`src/rtl/assert_macros.svh`:
```
// Assertion macros used by counting_sort_core.
`ifndef ASSERT_MACROS_SVH
`define ASSERT_MACROS_SVH

// Clocked check, disabled while reset is asserted.
`define CS_ASSERT(lbl, clk, rst_n, prop) \
    lbl: assert property (@(posedge clk) disable iff (!rst_n) prop) \
        else $error("counting sort check failed");

// Clocked check that also runs during reset.
`define CS_ASSERT_NR(lbl, clk, prop) \
    lbl: assert property (@(posedge clk) prop) \
        else $error("counting sort reset check failed");

`endif

```
`src/rtl/cs_pkg.sv`:
```
// Shared constants and types of the counting sort block.
package cs_pkg;

    localparam int IN_W           = 8;
    localparam int OUT_W          = 8;
    localparam int VALUE_BITS_DEF = 8;
    localparam int MAX_ITEMS_DEF  = 64;

    // One result request handed from the sequencer to the output register.
    typedef struct packed {
        logic [OUT_W-1:0] value;
        logic             last;
        logic             overflow;
    } t_res;

endpackage

```
`src/rtl/counting_sort_core.sv`:
```
// Counting sort: histogram load of a data set, then an ascending drain.
//
// Input channel: i_in_valid / o_in_stall with i_item_value, i_end_of_set.
//   An item is taken at a rising edge with i_in_valid high, o_in_stall low.
//   A counted item reads its bin, then writes it back incremented (S_LD);
//   an item beyond MAX_ITEMS is dropped without a bin write and flags overflow for the set.
// Output channel: o_out_valid / i_out_stall with o_sorted_value,
//   o_end_of_run, o_overflow. After the item marked i_end_of_set, bins are
//   walked from zero upward: each bin is read (S_RD), checked and cleared
//   (S_EVAL), and each of its results is handed out from S_EMIT.
//   The walk ends with the last counted value, flagged by o_end_of_run.
//   The first result follows the final item's bin write (S_LD, skipped when
//   it is dropped) and the reads of all empty bins below the smallest value.
// A one-entry output register holds each result; while the receiver
// stalls, the walk waits, and the next set may start loading as soon as
// the last result has entered that register.
// Reset (synchronous, active low) starts a clearing pass over all
// 2**VALUE_BITS histogram bins; o_in_stall stays high until it ends.
module counting_sort_core #(
    parameter int VALUE_BITS = cs_pkg::VALUE_BITS_DEF,
    parameter int MAX_ITEMS  = cs_pkg::MAX_ITEMS_DEF
) (
    input  logic                     i_clk,
    input  logic                     i_rst_n,
    input  logic                     i_in_valid,
    output logic                     o_in_stall,
    input  logic [cs_pkg::IN_W-1:0]  i_item_value,
    input  logic                     i_end_of_set,
    output logic                     o_out_valid,
    input  logic                     i_out_stall,
    output logic [cs_pkg::OUT_W-1:0] o_sorted_value,
    output logic                     o_end_of_run,
    output logic                     o_overflow
);

`include "assert_macros.svh"

    logic         w_busy;
    logic         w_push;
    logic         w_obuf_ready;
    cs_pkg::t_res w_res;
    cs_pkg::t_res w_out_res;

    cs_ctrl #(
        .VALUE_BITS (VALUE_BITS),
        .MAX_ITEMS  (MAX_ITEMS)
    ) u_ctrl (
        .i_clk        (i_clk),
        .i_rst_n      (i_rst_n),
        .i_in_valid   (i_in_valid),
        .i_item_value (i_item_value),
        .i_end_of_set (i_end_of_set),
        .o_busy       (w_busy),
        .i_obuf_ready (w_obuf_ready),
        .o_push       (w_push),
        .o_res        (w_res)
    );

    cs_obuf u_obuf (
        .i_clk   (i_clk),
        .i_rst_n (i_rst_n),
        .i_push  (w_push),
        .i_res   (w_res),
        .o_ready (w_obuf_ready),
        .i_stall (i_out_stall),
        .o_valid (o_out_valid),
        .o_res   (w_out_res)
    );

    assign o_in_stall     = w_busy;
    assign o_sorted_value = w_out_res.value;
    assign o_end_of_run   = w_out_res.last;
    assign o_overflow     = w_out_res.overflow;

    // a result never overwrites one the receiver has not taken
    `CS_ASSERT(a_push_room, i_clk, i_rst_n, w_push |-> w_obuf_ready)
    // once the final result is handed off the block is ready for a new set
    `CS_ASSERT(a_idle_after_run, i_clk, i_rst_n, (w_push && w_res.last) |=> !o_in_stall)
    // the clearing pass keeps the input stalled right after reset
    `CS_ASSERT_NR(a_clear_stall, i_clk, !i_rst_n |=> o_in_stall)

endmodule

```
`src/rtl/cs_obuf.sv`:
```
// Output register that holds one result request until the receiver takes it.
module cs_obuf (
    input  logic         i_clk,
    input  logic         i_rst_n,
    input  logic         i_push,
    input  cs_pkg::t_res i_res,
    output logic         o_ready,
    input  logic         i_stall,
    output logic         o_valid,
    output cs_pkg::t_res o_res
);

    logic         r_valid;
    cs_pkg::t_res r_res;

    assign o_ready = !r_valid || !i_stall;
    assign o_valid = r_valid;
    assign o_res   = r_res;

    always_ff @(posedge i_clk) begin
        if (!i_rst_n) begin
            r_valid <= 1'b0;
        end else if (i_push) begin
            r_valid <= 1'b1;
        end else if (!i_stall) begin
            r_valid <= 1'b0;
        end
    end

    always_ff @(posedge i_clk) begin
        if (i_push) begin
            r_res <= i_res;
        end
    end

endmodule

```
`src/rtl/cs_ctrl.sv`:
```
// Sequencer with the histogram memory: load, drain walk and clearing pass.
module cs_ctrl #(
    parameter int VALUE_BITS = cs_pkg::VALUE_BITS_DEF,
    parameter int MAX_ITEMS  = cs_pkg::MAX_ITEMS_DEF
) (
    input  logic                    i_clk,
    input  logic                    i_rst_n,
    input  logic                    i_in_valid,
    input  logic [cs_pkg::IN_W-1:0] i_item_value,
    input  logic                    i_end_of_set,
    output logic                    o_busy,
    input  logic                    i_obuf_ready,
    output logic                    o_push,
    output cs_pkg::t_res            o_res
);

    localparam int NUM_BINS = 1 << VALUE_BITS;
    localparam int CNT_W    = $clog2(MAX_ITEMS + 1);
    localparam logic [CNT_W-1:0]      CNT_MAX  = CNT_W'(MAX_ITEMS);
    localparam logic [CNT_W-1:0]      CNT_ONE  = CNT_W'(1);
    localparam logic [VALUE_BITS-1:0] ADDR_TOP = {VALUE_BITS{1'b1}};
    localparam logic [VALUE_BITS-1:0] ADDR_ONE = VALUE_BITS'(1);

    typedef enum logic [2:0] {
        S_CLR,
        S_IDLE,
        S_LD,
        S_RD,
        S_EVAL,
        S_EMIT
    } t_state;

    t_state                r_state, n_state;
    logic [VALUE_BITS-1:0] r_addr, n_addr;
    logic [CNT_W-1:0]      r_items, n_items;
    logic [CNT_W-1:0]      r_cnt, n_cnt;
    logic                  r_drop, n_drop;
    logic                  r_last, n_last;

    logic [CNT_W-1:0]      r_mem [NUM_BINS];
    logic [CNT_W-1:0]      r_rdata;

    logic [VALUE_BITS+cs_pkg::IN_W-1:0]  w_in_ext;
    logic [VALUE_BITS-1:0]               w_in_val;
    logic [VALUE_BITS+cs_pkg::OUT_W-1:0] w_out_ext;
    logic [VALUE_BITS-1:0]               w_rd_addr;
    logic                                w_we;
    logic [CNT_W-1:0]                    w_wd;

    // Shared count unit: bin increment on load, bin count decrement on emit.
    logic [CNT_W-1:0] w_alu_a, w_alu_b, w_alu_sum;
    logic             w_alu_dec;

    assign w_in_ext  = {{VALUE_BITS{1'b0}}, i_item_value};
    assign w_in_val  = w_in_ext[VALUE_BITS-1:0];
    assign w_out_ext = {{cs_pkg::OUT_W{1'b0}}, r_addr};

    assign w_rd_addr = (r_state == S_IDLE) ? w_in_val : r_addr;
    assign w_alu_sum = w_alu_dec ? (w_alu_a - CNT_ONE) : (w_alu_a + CNT_ONE);

    assign o_busy         = (r_state != S_IDLE);
    assign o_res.value    = w_out_ext[cs_pkg::OUT_W-1:0];
    assign o_res.last     = (r_items == CNT_ONE);
    assign o_res.overflow = r_drop;

    always_comb begin
        n_state   = r_state;
        n_addr    = r_addr;
        n_items   = r_items;
        n_cnt     = r_cnt;
        n_drop    = r_drop;
        n_last    = r_last;
        w_we      = 1'b0;
        w_wd      = '0;
        o_push    = 1'b0;
        w_alu_a   = r_rdata;
        w_alu_b   = r_items;
        w_alu_dec = 1'b0;
        case (r_state)
            S_CLR: begin
                w_we   = 1'b1;
                n_addr = r_addr + ADDR_ONE;
                if (r_addr == ADDR_TOP) begin
                    n_state = S_IDLE;
                end
            end
            S_IDLE: begin
                if (i_in_valid) begin
                    if (r_items < CNT_MAX) begin
                        n_addr  = w_in_val;
                        n_last  = i_end_of_set;
                        n_state = S_LD;
                    end else begin
                        n_drop = 1'b1;
                        if (i_end_of_set) begin
                            n_addr  = '0;
                            n_state = S_RD;
                        end
                    end
                end
            end
            S_LD: begin
                // read-modify-write of the item's bin
                w_we    = 1'b1;
                w_wd    = w_alu_sum;
                n_items = w_alu_b + CNT_ONE;
                if (r_last) begin
                    n_addr  = '0;
                    n_state = S_RD;
                end else begin
                    n_state = S_IDLE;
                end
            end
            S_RD: begin
                n_state = S_EVAL;
            end
            S_EVAL: begin
                // bin is cleared as it is read
                w_we = 1'b1;
                if (r_rdata == '0) begin
                    n_addr  = r_addr + ADDR_ONE;
                    n_state = S_RD;
                end else begin
                    n_cnt   = r_rdata;
                    n_state = S_EMIT;
                end
            end
            S_EMIT: begin
                w_alu_a   = r_cnt;
                w_alu_dec = 1'b1;
                if (i_obuf_ready) begin
                    o_push  = 1'b1;
                    n_cnt   = w_alu_sum;
                    n_items = w_alu_b - CNT_ONE;
                    if (r_items == CNT_ONE) begin
                        n_drop  = 1'b0;
                        n_addr  = '0;
                        n_state = S_IDLE;
                    end else if (r_cnt == CNT_ONE) begin
                        n_addr  = r_addr + ADDR_ONE;
                        n_state = S_RD;
                    end
                end
            end
            default: begin
                n_state = S_IDLE;
            end
        endcase
    end

    always_ff @(posedge i_clk) begin
        if (!i_rst_n) begin
            r_state <= S_CLR;
            r_addr  <= '0;
            r_items <= '0;
            r_cnt   <= '0;
            r_drop  <= 1'b0;
            r_last  <= 1'b0;
        end else begin
            r_state <= n_state;
            r_addr  <= n_addr;
            r_items <= n_items;
            r_cnt   <= n_cnt;
            r_drop  <= n_drop;
            r_last  <= n_last;
        end
    end

    always_ff @(posedge i_clk) begin
        if (w_we) begin
            r_mem[r_addr] <= w_wd;
        end
        r_rdata <= r_mem[w_rd_addr];
    end

endmodule

```
`config.mk`:
```
export PLATFORM = sky130hd
export DESIGN_NAME = counting_sort_core
export DESIGN_NICKNAME = d
export VERILOG_FILES = /design/src/rtl/cs_pkg.sv /design/src/rtl/counting_sort_core.sv /design/src/rtl/cs_obuf.sv /design/src/rtl/cs_ctrl.sv
export VERILOG_INCLUDE_DIRS = /design/src /design/src/rtl
export SDC_FILE = /design/constraint.sdc
export NUM_CORES = 2
export LEC_CHECK = 0
export BUFFER_PORTS_ARGS = -buffer_cell sky130_fd_sc_hd__buf_2
export CORE_MARGIN = 2
export CORE_UTILIZATION = 41
export DETAILED_ROUTE_END_ITERATION = 8
export GPL_TIMING_DRIVEN = 0
export PLACE_DENSITY = 0.65
export SLEW_MARGIN = 30
export SYNTH_ARGS = -nofsm -noshare
export SYNTH_HDL_FRONTEND = slang
export SYNTH_HIERARCHICAL = 1
export SYNTH_SLANG_ARGS = --single-unit
```
`constraint.sdc`:
```
create_clock -name i_clk -period 9.8 [get_ports i_clk]
set_input_delay 0.49 -clock i_clk [delete_from_list [all_inputs] [get_ports i_clk]]
set_output_delay 0.49 -clock i_clk [all_outputs]
set_load 0.02 [all_outputs]
```
==> results.json <==
{
  "multi_input_area_um2": 17380,
  "ys_warn_count": 6,
  "crit_family": "compound AO/OA/AOI/OAI gates",
  "drtIter0Drc": 9920,
  "netlist_instances": 5641,
  "start_kind": "flip-flop",
  "cts_tree": "yes",
  "rsz0062_at_grt": "false",
  "hold_class": "in2reg",
  "hold_violations": 0,
  "synth_area_leaders": "edfxtp_1 (73%), nand2_1 (7.1%), nand3_1 (3.0%)",
  "ys_ff_latch": 1837,
  "synth_area_um2": 73950,
  "yosysMostFrequentCell": "edfxtp_1",
  "critPathMaxStageDelay_ns": 0.70,
  "grt_use_met1_pct": 39.78,
  "grt_pass1_wl_um": 388400,
  "min_period_over_period_pct": 54.54,
  "die_h_um": 428.7,
  "cts_buffer_depth": 3,
  "nFillCells": 15450,
  "floorplan.initialDensity_pct": 41.36,
  "numPortBuffers": 24,
  "end_kind": "flip-flop",
  "antenna_found_initial": 13,
  "cp_common_cell": "buf_2",
  "clkSinkCount": 1837,
  "grt_usage_pct": 30.44,
  "slowest_stage": "a31oi_1",
  "synth_seq_area_share_pct": 74.12,
  "top_usage_layer": "met2",
  "cp.required_ns": 10.45,
  "irDropWorstVdd_mv": 0.1653,
  "comb_power_share_pct": 7.1,
  "first_global_vias": 48990,
  "ios": 25,
  "period_needed_ns": 5.345,
  "met2_usage_pct": 43.62,
  "worstHoldEndpoint": "u_ctrl/r_addr[3]",
  "p_sw_share_pct": 24.21,
  "fmax_mhz": 187.1,
  "coreArea_um2": 178800,
  "gp_congestion": 1.039,
  "synth_edf_count": 1802,
  "setup_tns_ns": 0,
  "cp.arrival_ns": 5.99,
  "r2r_end": "u_ctrl/r_rdata[6]",
  "async_flop_share_pct": 0,
  "wl_um": 286900,
  "p_per_area_nw_per_um2": 195.6,
  "syn2layout_area_growth_pct": 15.31,
  "worst_r2r_startpoint": "u_ctrl/r_state[2]",
  "yosysTopAreaCell": "edfxtp_1",
  "overflow": 0,
  "synth.net_count": 5662,
  "power.switching_mw": 4.037,
  "numCtsBuffers": 179,
  "finalSetupViolations": 0,
  "p_int_mw": 12.64,
  "synth_top_area_share_pct": 73.18,
  "synth.distinct_cells": 63,
  "maxSlewHeadroom_pct": 20.88,
  "cp_num_buf_inv": 3,
  "hp-start": "i_item_value[3]",
  "cts_root_buffer": "clkbuf_16",
  "clk_pin_slew_worst_paths_ns": 0.06,
  "hold_depth": 3,
  "drive_gt1_share_pct": 10.12,
  "hpwl_um": 207200,
  "status": "finished, final reports clean",
  "r2r_setup_slack_ns": 4.46,
  "path_class": "reg2reg",
  "reg2reg_depth": 11,
  "clockPowerShare_pct": 41.8,
  "seqPwrFrac_pct": 51.1,
  "max_cap_violations": 0,
  "postRouteAntennaNets": 0,
  "insertion_delay_ns": 0.86,
  "skew_ns": 0.03598,
  "tightest_slew_ns": 1.187,
  "grt_start_max_net_pins": 40,
  "grt_use_met3_pct": 9.907,
  "synthTopCellsByCount": "edfxtp_1 (1802), nand2_1 (1396), nand3_1 (442)",
  "postCtsSetupBuffers": 0,
  "synth.avg_cell_area_um2": 13.11,
  "vias": 53440,
  "die_w_um": 428.7,
  "path_cells": "buf_2, nor3b_4, buf_2, nor2_1, a31oi_1, nor2_2, clkbuf_1, a32oi_1, nand4_1, o21ai_0, o2111ai_1",
  "viasPerCell": 6.326,
  "drc": 0,
  "htreeDepth": 4,
  "path_max_fanout": 10,
  "die_area_um2": 183800,
  "ys.flop_type": "edfxtp_1",
  "p_leak_nw": 26.30,
  "final_util_pct": 47.69,
  "fin_nets": 5957,
  "core.rowCount": 155,
  "seqCellArea_um2": 54810,
  "routedWlPerCell_um": 33.96,
  "first_pass_iters": 8,
  "final_max_slew_viol_count": 0
}
## worst max path at each step
| stage | endpoint | startpoint | depth (start not counted) | slack, ns |
|---|---|---|---|---|
| floorplan | u_ctrl/r_mem[0][6] | u_ctrl/r_state[0] | 14 | 0.02 |
| global placement | u_ctrl/r_mem[26][2] | u_ctrl/r_state[0] | 10 | -10.38 |
| detailed placement | u_ctrl/r_rdata[6] | i_item_value[0] | 11 | 4.84 |
| CTS | u_ctrl/r_rdata[6] | u_ctrl/r_addr[0] | 10 | 4.87 |
| global route | u_ctrl/r_mem[29][6] | u_ctrl/r_state[0] | 18 | 4.65 |
| finish | u_ctrl/r_rdata[6] | u_ctrl/r_state[2] | 11 | 4.46 |
## sequential cells by signal, indices dropped and copies added, names as in the netlist
signal and flops:
u_ctrl/r_addr 8, u_ctrl/r_rdata 7, u_obuf/o_valid 1, u_ctrl/r_items 7, u_ctrl/r_mem 1792, u_ctrl/r_cnt 7, u_ctrl/r_drop 1, u_ctrl/r_last 1
u_obuf/o_res 10, u_ctrl/r_state 3
## kinds of logic (layout without fill, tap and decap cells)
kind of cell	after synthesis	count (layout)	share of synthesized area [%]
buffers and inverters	392	835	2.546
and+or+nand+nor	2362	2362	13.40
AOI/OAI and AO/OA	876	876	7.556
muxes	154	154	2.093
xor gates and xnor gates	12	12	0.1421
other	0	8	0
adders and majority gates	8	8	0.1354
DFF	1837	1837	74.12
## power by group through the flow
stage	Sequential [mW]	Clock, mW	Combinational [mW]
6_report	8.52	6.97	1.19
3_5_place_dp	8.68	0	1.10
4_1_cts	8.52	7.01	1.11
3_3_place_gp	8.68	0	1.09
2_1_floorplan	8.68	0	0.568
5_1_grt	8.51	7.30	1.18
## layout by cell type, fill, tap and decap left out, types with 12 or more instances in the layout
master | netlist | routed
edfxtp_1 | 1802 | 1802
buf_1 | 25 | 21
a31oi_1 | 79 | 79
clkbuf_1 | 183 | 174
clkinv_1 | 0 | 37
bufinv_16 | 0 | 17
buf_6 | 21 | 21
nor3_1 | 17 | 17
a211oi_1 | 18 | 18
buf_2 | 119 | 147
clkinv_2 | 0 | 33
a221oi_1 | 29 | 29
a22oi_1 | 106 | 106
mux2i_1 | 149 | 146
o21ai_0 | 36 | 36
dfxtp_1 | 35 | 35
buf_4 | 28 | 29
and2_1 | 18 | 18
nand3_1 | 442 | 442
nor2_2 | 2 | 12
nand2_1 | 1396 | 1396
clkbuf_2 | 0 | 44
buf_16 | 0 | 70
a21oi_1 | 423 | 423
o41ai_1 | 14 | 14
inv_1 | 15 | 15
nand4_1 | 93 | 93
nor2_1 | 341 | 324
a32oi_1 | 72 | 72
clkbuf_16 | 0 | 180
o2111ai_1 | 43 | 43
nor2b_1 | 13 | 13
## per-stage QoR
stage	cell area (um^2)	hold slack, ns	worst slack [ns]	total power [mW]	cells
final	85270	0.1060	4.455	16.68	8447
after global routing	85250	0.08841	4.648	17.00	8439
after CTS	85220	0.05048	4.869	16.63	8439
after detailed placement	79210	0.4699	4.836	9.785	8099
after global placement	77020	0.4635	-10.38	9.769	8020
after floorplan	73950	0.4064	0.01668	9.247	5641
## what timing repair did
| item | in CTS | in global routing |
|---|---|---|
| resized for setup | 0 | 0 |
| hold endpoints to repair | 9 | 0 |
| hold buffers | 11 | 0 |
## worst reg2reg max path: cells and delay by family (launching register included)
family                 cells  cell delay (ns)
AO/OA/AOI/OAI              4             2.33
buffers and inverters      3             1.09
flip-flops                 1             0.30
AND/OR/NAND/NOR            4             1.41
## area by class of cell
type,instances,share of cell area [%]
clock buffer,214,5.444
multi-input combinational,3412,20.38
tap,2355,3.455
sequential,1837,64.28
antenna,8,0.02348
buffer,376,2.205
clock inverter,115,1.469
inverter,16,0.07043
timing repair buffer,114,2.673
## metal layers
metal,wire (um),vias up
met5,104,-
met4,22260,14
li1,-,21570
met1,102800,26440
met3,42480,928
met2,119200,4493
(Power assumes the default switching activity.)
